[src/rtl/path_dot_segment_normalizer_unit_defines.svh]
// -----------------------------------------------------------------------------
// Path dot-segment normalizer: assertion macros
// Concurrent check wrappers; define NO_ASSERTIONS to compile them out.
// -----------------------------------------------------------------------------
`ifndef PATH_DOT_SEGMENT_NORMALIZER_UNIT_DEFINES_SVH
`define PATH_DOT_SEGMENT_NORMALIZER_UNIT_DEFINES_SVH

`ifndef NO_ASSERTIONS

// Plain invariant, sampled on every clock edge outside reset
`define PDSN_ASSERT_ALWAYS(name, expr, msg) \
    name: assert property (@(posedge clk) disable iff (!rst_n) (expr)) else $error(msg);

// Same-cycle implication
`define PDSN_ASSERT_IMPL(name, ante, cons, msg) \
    name: assert property (@(posedge clk) disable iff (!rst_n) (ante) |-> (cons)) \
        else $error(msg);

// Next-cycle implication
`define PDSN_ASSERT_NEXT(name, ante, cons, msg) \
    name: assert property (@(posedge clk) disable iff (!rst_n) (ante) |=> (cons)) \
        else $error(msg);

`else

`define PDSN_ASSERT_ALWAYS(name, expr, msg)
`define PDSN_ASSERT_IMPL(name, ante, cons, msg)
`define PDSN_ASSERT_NEXT(name, ante, cons, msg)

`endif

`endif

[src/rtl/pdsn_pkg.sv]
// -----------------------------------------------------------------------------
// Path dot-segment normalizer package
// Request and status codes, characters, field widths and controller states.
// -----------------------------------------------------------------------------
package pdsn_pkg;

    localparam int PATH_BYTES_DEFAULT = 256;

    localparam int REQ_W    = 2;
    localparam int BYTE_W   = 8;
    localparam int IDX_W    = 8;
    localparam int STATUS_W = 2;
    localparam int OLEN_W   = 8;

    localparam logic [REQ_W-1:0] REQ_BASE = 2'd0;
    localparam logic [REQ_W-1:0] REQ_PATH = 2'd1;
    localparam logic [REQ_W-1:0] REQ_READ = 2'd2;

    localparam logic [STATUS_W-1:0] ST_ACCEPT    = 2'd0;
    localparam logic [STATUS_W-1:0] ST_OK        = 2'd1;
    localparam logic [STATUS_W-1:0] ST_NOT_FOUND = 2'd2;
    localparam logic [STATUS_W-1:0] ST_TOO_LONG  = 2'd3;

    localparam logic [BYTE_W-1:0] CH_NUL   = 8'h00;
    localparam logic [BYTE_W-1:0] CH_DOT   = 8'h2E;
    localparam logic [BYTE_W-1:0] CH_SLASH = 8'h2F;

    typedef enum logic [2:0] {
        S_IDLE,
        S_EXEC,
        S_CLOSE,
        S_DROP,
        S_TAIL,
        S_FIN,
        S_RESP
    } state_t;

endpackage

[src/rtl/path_dot_segment_normalizer_unit.sv]
// -----------------------------------------------------------------------------
// Path dot-segment normalizer
// Builds a canonical slash-separated path in a byte buffer from streamed base
// and path bytes, removing empty, "." and ".." components.
// -----------------------------------------------------------------------------
//
//  channel   dir  tdata                                   tuser          tlast
//  s_axis    in   [7:0] byte_value, [15:8] read_index     [1:0] req_type last
//  m_axis    out  [7:0] result_length, [15:8] read_byte   [1:0] status   -
//
//  Base bytes, reads and inner path bytes pass through S_EXEC and S_RESP; the
//  first byte of a path starts the path in S_EXEC before the byte is handled,
//  and a byte that ends a component also passes S_CLOSE and S_FIN. A ".." pop
//  also walks the buffer back one byte per cycle through the single read port
//  of the buffer memory, then reads the new tail byte unless the pop lands on the root.
//  Reset clears control state only; the buffer needs no clearing pass.
//  One beat is in work at a time; a result waits in the output register and
//  the next beat is taken as soon as that register is free.
//
`include "path_dot_segment_normalizer_unit_defines.svh"

module path_dot_segment_normalizer_unit
    import pdsn_pkg::*;
#(
    parameter int PATH_BYTES = PATH_BYTES_DEFAULT
)
(
    input  logic                clk,
    input  logic                rst_n,

    input  logic                s_axis_tvalid,
    output logic                s_axis_tready,
    input  logic [15:0]         s_axis_tdata,   // [7:0] byte_value, [15:8] read_index
    input  logic [REQ_W-1:0]    s_axis_tuser,   // [1:0] req_type
    input  logic                s_axis_tlast,   // last

    output logic                m_axis_tvalid,
    input  logic                m_axis_tready,
    output logic [15:0]         m_axis_tdata,   // [7:0] result_length, [15:8] read_byte
    output logic [STATUS_W-1:0] m_axis_tuser    // [1:0] status
);

    localparam int LEN_W = $clog2(PATH_BYTES);
    localparam int CMP_W = (LEN_W > IDX_W) ? LEN_W : IDX_W;
    localparam logic [LEN_W:0]   PB_LIM  = (LEN_W+1)'(PATH_BYTES);
    localparam logic [LEN_W+1:0] PB_LIM2 = (LEN_W+2)'(PATH_BYTES);
    localparam logic [LEN_W-1:0] LEN_ONE = LEN_W'(1);

    // buffer memory
    logic [BYTE_W-1:0] canon_mem [PATH_BYTES];
    logic              mem_we;
    logic [LEN_W-1:0]  mem_waddr;
    logic [BYTE_W-1:0] mem_wdata;
    logic [LEN_W-1:0]  mem_raddr;
    logic [BYTE_W-1:0] mem_rdata_reg;

    state_t state_reg, state_next;

    // captured beat
    logic [REQ_W-1:0]  req_reg;
    logic [BYTE_W-1:0] byte_reg;
    logic              last_reg;
    logic [IDX_W-1:0]  idx_reg;

    logic [LEN_W-1:0] len_reg, len_next;
    logic [LEN_W-1:0] keep_reg, keep_next;     // end of last non-slash base byte
    logic [LEN_W-1:0] comp_len_reg, comp_len_next;
    logic [LEN_W-1:0] pos_reg, pos_next;
    logic path_active_reg, path_active_next;
    logic path_failed_reg, path_failed_next;
    logic path_ended_reg, path_ended_next;
    logic path_empty_reg, path_empty_next;
    logic base_open_reg, base_open_next;
    logic base_ended_reg, base_ended_next;
    logic base_bad_reg, base_bad_next;
    logic tail_slash_reg, tail_slash_next;
    logic sep_reg, sep_next;
    logic dot0_reg, dot0_next;
    logic dot1_reg, dot1_next;
    logic [STATUS_W-1:0] status_reg, status_next;
    logic [BYTE_W-1:0]   rbyte_reg, rbyte_next;

    logic                out_valid_reg, out_valid_next;
    logic [STATUS_W-1:0] out_status_reg;
    logic [OLEN_W-1:0]   out_len_reg;
    logic [BYTE_W-1:0]   out_byte_reg;
    logic                load_out;
    logic                in_fire;

    assign in_fire       = s_axis_tvalid && s_axis_tready;
    assign m_axis_tvalid = out_valid_reg;
    assign m_axis_tdata  = {out_byte_reg, out_len_reg};
    assign m_axis_tuser  = out_status_reg;

    always_ff @(posedge clk)
    begin
        if (mem_we)
        begin
            canon_mem[mem_waddr] <= mem_wdata;
        end
        mem_rdata_reg <= canon_mem[mem_raddr];
    end

    always_comb
    begin
        logic [LEN_W-1:0] l_len;
        logic [LEN_W-1:0] l_keep;
        logic             l_ended;
        logic             l_bad;
        logic             sep_now;
        logic [LEN_W:0]   wpos;
        logic [LEN_W+1:0] need;
        logic [LEN_W-1:0] pos_dec;

        l_len   = len_reg;
        l_keep  = keep_reg;
        l_ended = base_ended_reg;
        l_bad   = base_bad_reg;
        sep_now = sep_reg;
        wpos    = '0;
        need    = '0;
        pos_dec = pos_reg - LEN_ONE;

        state_next       = state_reg;
        len_next         = len_reg;
        keep_next        = keep_reg;
        comp_len_next    = comp_len_reg;
        pos_next         = pos_reg;
        path_active_next = path_active_reg;
        path_failed_next = path_failed_reg;
        path_ended_next  = path_ended_reg;
        path_empty_next  = path_empty_reg;
        base_open_next   = base_open_reg;
        base_ended_next  = base_ended_reg;
        base_bad_next    = base_bad_reg;
        tail_slash_next  = tail_slash_reg;
        sep_next         = sep_reg;
        dot0_next        = dot0_reg;
        dot1_next        = dot1_reg;
        status_next      = status_reg;
        rbyte_next       = rbyte_reg;

        mem_we        = 1'b0;
        mem_waddr     = '0;
        mem_wdata     = CH_NUL;
        mem_raddr     = LEN_W'(s_axis_tdata[15:8]);
        s_axis_tready = 1'b0;
        load_out      = 1'b0;

        unique case (state_reg)
            S_IDLE:
            begin
                s_axis_tready = 1'b1;
            end

            S_EXEC:
            begin
                unique case (req_reg)
                    REQ_BASE:
                    begin
                        path_active_next = 1'b0;
                        if (!base_open_reg)
                        begin
                            l_len   = '0;
                            l_keep  = '0;
                            l_ended = 1'b0;
                            l_bad   = 1'b0;
                        end
                        if (!l_ended)
                        begin
                            if (byte_reg == CH_NUL)
                            begin
                                l_ended = 1'b1;
                            end
                            else if (({1'b0, l_len} + 1'b1) >= PB_LIM)
                            begin
                                l_bad = 1'b1;
                            end
                            else
                            begin
                                mem_we    = 1'b1;
                                mem_waddr = l_len;
                                mem_wdata = byte_reg;
                                l_len     = l_len + LEN_ONE;
                                if (byte_reg != CH_SLASH)
                                begin
                                    l_keep = l_len;
                                end
                            end
                        end
                        if (last_reg)
                        begin
                            // trailing slashes trimmed, never below one byte
                            if (l_len == '0)
                            begin
                                mem_we    = 1'b1;
                                mem_waddr = '0;
                                mem_wdata = CH_SLASH;
                                l_len     = LEN_ONE;
                            end
                            else if (l_keep == '0)
                            begin
                                l_len = LEN_ONE;
                            end
                            else
                            begin
                                l_len = l_keep;
                            end
                            base_open_next  = 1'b0;
                            tail_slash_next = 1'b0;
                        end
                        else
                        begin
                            base_open_next = 1'b1;
                        end
                        len_next        = l_len;
                        keep_next       = l_keep;
                        base_ended_next = l_ended;
                        base_bad_next   = l_bad;
                        state_next      = S_RESP;
                    end

                    REQ_PATH:
                    begin
                        if (!path_active_reg)
                        begin
                            // path start; the byte itself is handled next cycle
                            path_active_next = 1'b1;
                            path_failed_next = 1'b0;
                            path_ended_next  = 1'b0;
                            path_empty_next  = 1'b0;
                            comp_len_next    = '0;
                            if (byte_reg == CH_NUL)
                            begin
                                path_empty_next = 1'b1;
                                path_ended_next = 1'b1;
                            end
                            else if (byte_reg == CH_SLASH)
                            begin
                                base_open_next = 1'b0;
                                mem_we         = 1'b1;
                                mem_waddr      = '0;
                                mem_wdata      = CH_SLASH;
                                len_next       = LEN_ONE;
                            end
                            else
                            begin
                                if (base_open_reg)
                                begin
                                    if (len_reg != '0)
                                    begin
                                        l_len = (keep_reg == '0) ? LEN_ONE : keep_reg;
                                    end
                                    tail_slash_next = 1'b0;
                                end
                                base_open_next = 1'b0;
                                if (l_len == '0)
                                begin
                                    mem_we    = 1'b1;
                                    mem_waddr = '0;
                                    mem_wdata = CH_SLASH;
                                    l_len     = LEN_ONE;
                                end
                                len_next = l_len;
                                if (base_bad_reg)
                                begin
                                    path_failed_next = 1'b1;
                                end
                            end
                            state_next = S_EXEC;
                        end
                        else if (!path_failed_reg && !path_ended_reg)
                        begin
                            if (byte_reg == CH_NUL)
                            begin
                                path_ended_next = 1'b1;
                                state_next      = S_CLOSE;
                            end
                            else if (byte_reg == CH_SLASH)
                            begin
                                state_next = S_CLOSE;
                            end
                            else if (({1'b0, comp_len_reg} + 1'b1) >= PB_LIM)
                            begin
                                path_failed_next = 1'b1;
                                state_next       = last_reg ? S_FIN : S_RESP;
                            end
                            else
                            begin
                                // component bytes go straight past the current end
                                if (comp_len_reg == '0)
                                begin
                                    sep_now   = (len_reg > LEN_ONE) && !tail_slash_reg;
                                    sep_next  = sep_now;
                                    dot0_next = (byte_reg == CH_DOT);
                                end
                                if (comp_len_reg == LEN_ONE)
                                begin
                                    dot1_next = (byte_reg == CH_DOT);
                                end
                                wpos = {1'b0, len_reg} + {1'b0, comp_len_reg}
                                     + {{LEN_W{1'b0}}, sep_now};
                                if (wpos < PB_LIM)
                                begin
                                    mem_we    = 1'b1;
                                    mem_waddr = wpos[LEN_W-1:0];
                                    mem_wdata = byte_reg;
                                end
                                comp_len_next = comp_len_reg + LEN_ONE;
                                state_next    = last_reg ? S_CLOSE : S_RESP;
                            end
                        end
                        else
                        begin
                            state_next = last_reg ? S_FIN : S_RESP;
                        end
                    end

                    REQ_READ:
                    begin
                        rbyte_next = (CMP_W'(idx_reg) < CMP_W'(len_reg)) ? mem_rdata_reg : CH_NUL;
                        state_next = S_RESP;
                    end

                    default:
                    begin
                        state_next = S_RESP;
                    end
                endcase
            end

            S_CLOSE:
            begin
                comp_len_next = '0;
                state_next    = S_FIN;
                if ((comp_len_reg == '0) || ((comp_len_reg == LEN_ONE) && dot0_reg))
                begin
                    // empty or "." component: nothing to do
                end
                else if ((comp_len_reg == LEN_W'(2)) && dot0_reg && dot1_reg)
                begin
                    if (len_reg <= LEN_ONE)
                    begin
                        mem_we    = 1'b1;
                        mem_waddr = '0;
                        mem_wdata = CH_SLASH;
                        len_next  = LEN_ONE;
                    end
                    else
                    begin
                        pos_next   = len_reg;
                        mem_raddr  = len_reg - LEN_ONE;
                        state_next = S_DROP;
                    end
                end
                else
                begin
                    need = {2'b00, len_reg} + {2'b00, comp_len_reg} + (LEN_W+2)'(1)
                         + {{(LEN_W+1){1'b0}}, (len_reg > LEN_ONE)};
                    if (need >= PB_LIM2)
                    begin
                        path_failed_next = 1'b1;
                    end
                    else
                    begin
                        if (sep_reg)
                        begin
                            mem_we    = 1'b1;
                            mem_waddr = len_reg;
                            mem_wdata = CH_SLASH;
                        end
                        len_next        = len_reg + comp_len_reg + LEN_W'(sep_reg);
                        tail_slash_next = 1'b0;
                    end
                end
            end

            S_DROP:
            begin
                // mem_rdata_reg holds the byte just below pos_reg
                if (mem_rdata_reg == CH_SLASH)
                begin
                    if (pos_reg <= LEN_ONE)
                    begin
                        mem_we     = 1'b1;
                        mem_waddr  = '0;
                        mem_wdata  = CH_SLASH;
                        len_next   = LEN_ONE;
                        state_next = S_FIN;
                    end
                    else
                    begin
                        len_next   = pos_dec;
                        mem_raddr  = pos_reg - LEN_W'(2);
                        state_next = S_TAIL;
                    end
                end
                else
                begin
                    pos_next = pos_dec;
                    if (pos_dec == '0)
                    begin
                        mem_we     = 1'b1;
                        mem_waddr  = '0;
                        mem_wdata  = CH_SLASH;
                        len_next   = LEN_ONE;
                        state_next = S_FIN;
                    end
                    else
                    begin
                        mem_raddr = pos_dec - LEN_ONE;
                    end
                end
            end

            S_TAIL:
            begin
                tail_slash_next = (mem_rdata_reg == CH_SLASH);
                state_next      = S_FIN;
            end

            S_FIN:
            begin
                if (last_reg)
                begin
                    path_active_next = 1'b0;
                    if (path_empty_reg)
                    begin
                        status_next = ST_NOT_FOUND;
                    end
                    else if (path_failed_reg)
                    begin
                        status_next = ST_TOO_LONG;
                        len_next    = '0;
                    end
                    else
                    begin
                        status_next = ST_OK;
                    end
                end
                state_next = S_RESP;
            end

            S_RESP:
            begin
                if (!out_valid_reg || m_axis_tready)
                begin
                    load_out      = 1'b1;
                    s_axis_tready = 1'b1;
                    state_next    = S_IDLE;
                end
            end

            default:
            begin
                state_next = S_IDLE;
            end
        endcase

        if (in_fire)
        begin
            state_next  = S_EXEC;
            status_next = ST_ACCEPT;
            rbyte_next  = CH_NUL;
        end
    end

    always_comb
    begin
        out_valid_next = out_valid_reg;
        if (out_valid_reg && m_axis_tready)
        begin
            out_valid_next = 1'b0;
        end
        if (load_out)
        begin
            out_valid_next = 1'b1;
        end
    end

    always_ff @(posedge clk or negedge rst_n)
    begin
        if (!rst_n)
        begin
            state_reg       <= S_IDLE;
            len_reg         <= '0;
            keep_reg        <= '0;
            comp_len_reg    <= '0;
            pos_reg         <= '0;
            path_active_reg <= 1'b0;
            path_failed_reg <= 1'b0;
            path_ended_reg  <= 1'b0;
            path_empty_reg  <= 1'b0;
            base_open_reg   <= 1'b0;
            base_ended_reg  <= 1'b0;
            base_bad_reg    <= 1'b0;
            tail_slash_reg  <= 1'b0;
            sep_reg         <= 1'b0;
            dot0_reg        <= 1'b0;
            dot1_reg        <= 1'b0;
            status_reg      <= ST_ACCEPT;
            rbyte_reg       <= CH_NUL;
            out_valid_reg   <= 1'b0;
        end
        else
        begin
            state_reg       <= state_next;
            len_reg         <= len_next;
            keep_reg        <= keep_next;
            comp_len_reg    <= comp_len_next;
            pos_reg         <= pos_next;
            path_active_reg <= path_active_next;
            path_failed_reg <= path_failed_next;
            path_ended_reg  <= path_ended_next;
            path_empty_reg  <= path_empty_next;
            base_open_reg   <= base_open_next;
            base_ended_reg  <= base_ended_next;
            base_bad_reg    <= base_bad_next;
            tail_slash_reg  <= tail_slash_next;
            sep_reg         <= sep_next;
            dot0_reg        <= dot0_next;
            dot1_reg        <= dot1_next;
            status_reg      <= status_next;
            rbyte_reg       <= rbyte_next;
            out_valid_reg   <= out_valid_next;
        end
    end

    // beat capture and result register
    always_ff @(posedge clk)
    begin
        if (in_fire)
        begin
            req_reg  <= s_axis_tuser;
            byte_reg <= s_axis_tdata[7:0];
            last_reg <= s_axis_tlast;
            idx_reg  <= s_axis_tdata[15:8];
        end
        if (load_out)
        begin
            out_status_reg <= status_reg;
            out_len_reg    <= OLEN_W'(len_reg);
            out_byte_reg   <= rbyte_reg;
        end
    end

    `PDSN_ASSERT_NEXT(a_fire_to_exec, in_fire, state_reg == S_EXEC, "accepted beat did not start work")
    `PDSN_ASSERT_IMPL(a_drop_pos, state_reg == S_DROP, (pos_reg != '0) && (pos_reg <= len_reg), "pop scan position out of range")
    `PDSN_ASSERT_NEXT(a_path_done, (state_reg == S_FIN) && last_reg, !path_active_reg, "path still active after final byte")
    `PDSN_ASSERT_ALWAYS(a_len_cap, {1'b0, len_reg} < PB_LIM, "buffer length beyond capacity")

endmodule

[config.mk]
export PLATFORM = sky130hd
export DESIGN_NAME = path_dot_segment_normalizer_unit
export DESIGN_NICKNAME = d
export VERILOG_FILES = /design/src/rtl/pdsn_pkg.sv /design/src/rtl/path_dot_segment_normalizer_unit.sv
export VERILOG_INCLUDE_DIRS = /design/src /design/src/rtl
export SDC_FILE = /design/constraint.sdc
export NUM_CORES = 2
export LEC_CHECK = 0
export BUFFER_PORTS_ARGS = -buffer_cell sky130_fd_sc_hd__buf_2
export CORE_MARGIN = 1
export CORE_UTILIZATION = 40
export DETAILED_ROUTE_END_ITERATION = 7
export PLACE_DENSITY_LB_ADDON = 0.15
export SLEW_MARGIN = 5
export SYNTH_ARGS = -nofsm -noshare
export SYNTH_HDL_FRONTEND = slang
export SYNTH_SLANG_ARGS = --single-unit
[constraint.sdc]
create_clock -name clk -period 48.1 [get_ports clk]
set_clock_uncertainty 0.1 [all_clocks]
set_input_delay 14.43 -clock clk [delete_from_list [all_inputs] [get_ports clk]]
set_output_delay 14.43 -clock clk [all_outputs]
set_load 0.05 [all_outputs]
==> results.md <==
- Status: finished clean
- Most common cell after layout, fill and taps aside: edfxtp_1
- Crit-path cells: buf_2, nand2b_1, nand3_1, a21oi_1, buf_2
- CTS clk-pin slew, worst paths: 0.06 ns
- Hold Path End: out_byte_reg[1]
- Hold path startpoint: rbyte_reg[1]
- Hold Slack: roughly 0.35 ns
- CTS Buf Count: 223
- Internal Pwr Total: around 3500 uW
- Setup tns final: 0 ns
- Ys Warns: 0
- Clock Latency Late Sink: just under 0.9 ns
- Register area share after synthesis: 71.9%
- Initial DRC Count: 6792
- Drt wl/cell: 28.4 um
- Place WS: ~18 ns
- Synth cell types: ~100
- First-pass DRT Iterations: 6
- Flop pwr share: between 40% and 50%
- Non-Filler Instances: just under 10000
- Hold/Removal Path Class: reg2reg
- Crit-path max FO: 4
- Area contributors post-synth: edfxtp_1, nand2_1, nand3_1, mux4_2, dfrtp_1
- Core Region: about 220000 sq um
- Final setup vio count: 0
- Post-CTS Repair Setup Buffers: 0
- Die Y: about 470 um
- Net Sw Frac: roughly a third
- Max stage delay on crit path: 0.29 ns
- Avg Inst Size Synth: roughly 13 sq um
- Worst-margin pin slew: approximately 1.3 ns
- Mapped Area: 89300 sq um
- Slowest cell on the critical path: buf_2
- Post-synth top flop: edfxtp_1
- Vias in the first global route: 53785
- Critical path's top delay family: buffers and inverters
- Largest Register: canon_mem
- Fin crit period: around 30 ns
- Asr flop ratio synth: 2.65%
- Dpl cells: ~9400
- CP Buf/Inv Count: 2
- Number of flops mapped to enable cells by yosys: approximately 2100
- RSZ-0062 raised after global routing: false
- Most frequent CP cell: buf_2
- Ratio of cells with drive above 1 in the final layout: approximately 10%
- Gate Count Post-Synth: about 6700
- Resize count post-CTS: 0
- Final Hold Fails: 0
- Fin. max-slew vios: 0
- Hold buffers post-CTS: 0
- Top-area cell type share of the netlist area: 70.1%
- Switching power: ~1800 uW
- CP arrival: 15.21 ns
- Pwr dens: between 50 and 60 nW/um^2
- Clock power frac: 32.6%
- GR Util All Layers: around a quarter
- Crit share post-route: between 60% and 70%
- Synth area leader: edfxtp_1
- Worst hold path depth: 0
- Final nets: approximately 6700
- Wire length on met1: roughly 120000 um
- IO Count: 43
- WL final: between 200000 and 300000 um
- Grt ovf: 0
- Max Root-Sink Buffers: 3
- Maximum achievable frequency: roughly 0.034 GHz
- Fill cells: 19970
- Most frequent cells in the layout: edfxtp_1, nand2_1, nand3_1
- Seq cells post-synth: between 2000 and 2500
- Via count: approximately 57000
- DR WL met2: 129000 um
- First-pass GRT wire length: between 300000 and 400000 um
- Initial Util: between 40% and 50%
- Row Count: 173
- Drt drc: 0
- Gpl congestion: between 0.9 and 1
- Pin count of the biggest net entering global routing: roughly 200
- Max-cap viol count: 0
- Slew headroom: between 15 and 20%
- FF-to-FF End: mem_rdata_reg[6]
- Max FFs per register: 2048
- Synth Net Count: about 6700
- Clk sinks: between 2000 and 2500
- R2R setup slack: about 40 ns
- Area growth, synth to finish: 11.5%
- Reg2reg path depth: 17
- Die area: about 230000 sq um
- Reg-to-reg startpoint: len_reg[0]
- Root buf cell: clkbuf_16
- Initial antenna violation count: 21
- Max Used Layer: met5
- Req. time, crit path: about 34 ns
- Die width: approximately 470 um
- Worst VDD drop: 0.0359 mV
- Antenna-violating nets left: 0
- Buffers on Ports: 42
- Met3 WL: roughly 21000 um
- Combinational group share of total power: around 26%
- Via/cell ratio: roughly 6
- Final WS setup: 18.36 ns
- Final HPWL DP: around 160000 um
- Crit path kind: in2out
- H-tree lvl count: 4
- CTS tree: done
- Nature of the critical path endpoint: output pin
- Leak Pwr: 0.0331 uW
- CP startpoint kind: input pin
==> Yosys cell counts, types with 17 or more instances <==
library cell and n:
and3_1 185, xnor2_1 22, edfxtp_1 2085, nand2_1 1628
dfrtp_1 57, mux2i_1 24, o21ai_0 94, inv_1 37
a221oi_1 19, buf_6 17, a311oi_1 137, ha_1 37
buf_4 64, a31oi_1 156, o22ai_1 46, or3_1 17
nor3_1 35, xor2_1 20, nor2_1 369, buf_1 19
nor4_1 20, nand3_1 575, o211ai_1 20, buf_2 175
mux4_2 103, a21oi_1 97, nand4_1 57, clkbuf_1 175
a211oi_1 66, a22oi_1 19, nand2b_1 23
==> power by group through the flow <==
stage / Sequential, uW / Clock (uW) / Combinational (uW)
final: 2180 / 1710 / 1360
after global routing: 2190 / 1810 / 1450
after CTS: 2180 / 1740 / 1360
after detailed placement: 2220 / 0 / 1350
after global placement: 2220 / 0 / 1350
after floorplan: 2250 / 0 / 833
==> logic make-up after synthesis <==
kind of cell               Yosys count  synth area share (%)
AOI/OAI and AO/OA                  836                  6.74
xor gates and xnor gates            42                 0.412
adders and majority gates           47                 0.743
buffers and inverters              489                  2.71
DFF                               2150                  71.9
muxes                              131                  2.92
and+or+nand+nor                   2981                  14.6
==> worst max-delay path by stage <==
| stage | from | end | slack [ns] | cells after the start |
|---|---|---|---|---|
| 6_report | m_axis_tready | s_axis_tready | 18.36 | 5 |
| 5_1_grt | m_axis_tready | s_axis_tready | 18.25 | 5 |
| 4_1_cts | m_axis_tready | s_axis_tready | 18.34 | 5 |
| 3_5_place_dp | m_axis_tready | s_axis_tready | 18.34 | 5 |
| 3_3_place_gp | m_axis_tready | s_axis_tready | 18.24 | 5 |
| 2_1_floorplan | m_axis_tready | s_axis_tready | 18.13 | 3 |
==> worst register-to-register path, delay by kind of cell, from the launching register on <==
kind	cells	cell delay [ns]
and+or+nand+nor	6	2.09
adders and majority gates	1	0.34
muxes	2	0.99
buffers and inverters	4	2.70
AOI/OAI and AO/OA	4	1.35
DFF	1	0.57
==> cell type report <==
type                            count  area [sq um]  share of cell area (%)
Tap cell                         2975          3720                    3.74
Sequential cell                  2150         64200                    64.5
Clock buffer                      277          5990                    6.02
Clock inverter                    141          1210                    1.22
Timing Repair Buffer              171          1380                    1.38
Antenna cell                        2          5.00                 0.00503
Inverter                           38           143                   0.143
Multi-Input combinational cell   4037         22900                    23.0
==> through the flow <==
step,utilization [%],instance area [sq um],total power (uW)
after floorplan,-,89300,3090
after global placement,41.6,92400,3570
after detailed placement,41.6,92400,3570
after CTS,44.8,99600,5280
after global routing,44.8,99600,5440
final,44.8,99600,5260
==> per-layer routing <==
layer  global-route usage [%]  vias up
li1                         -    24986
met1                     35.5    29482
met3                     3.37      406
met5                        0        -
met2                     38.6     2373
met4                     6.82        6
No activity file was read; power rests on OpenSTA's default activity.
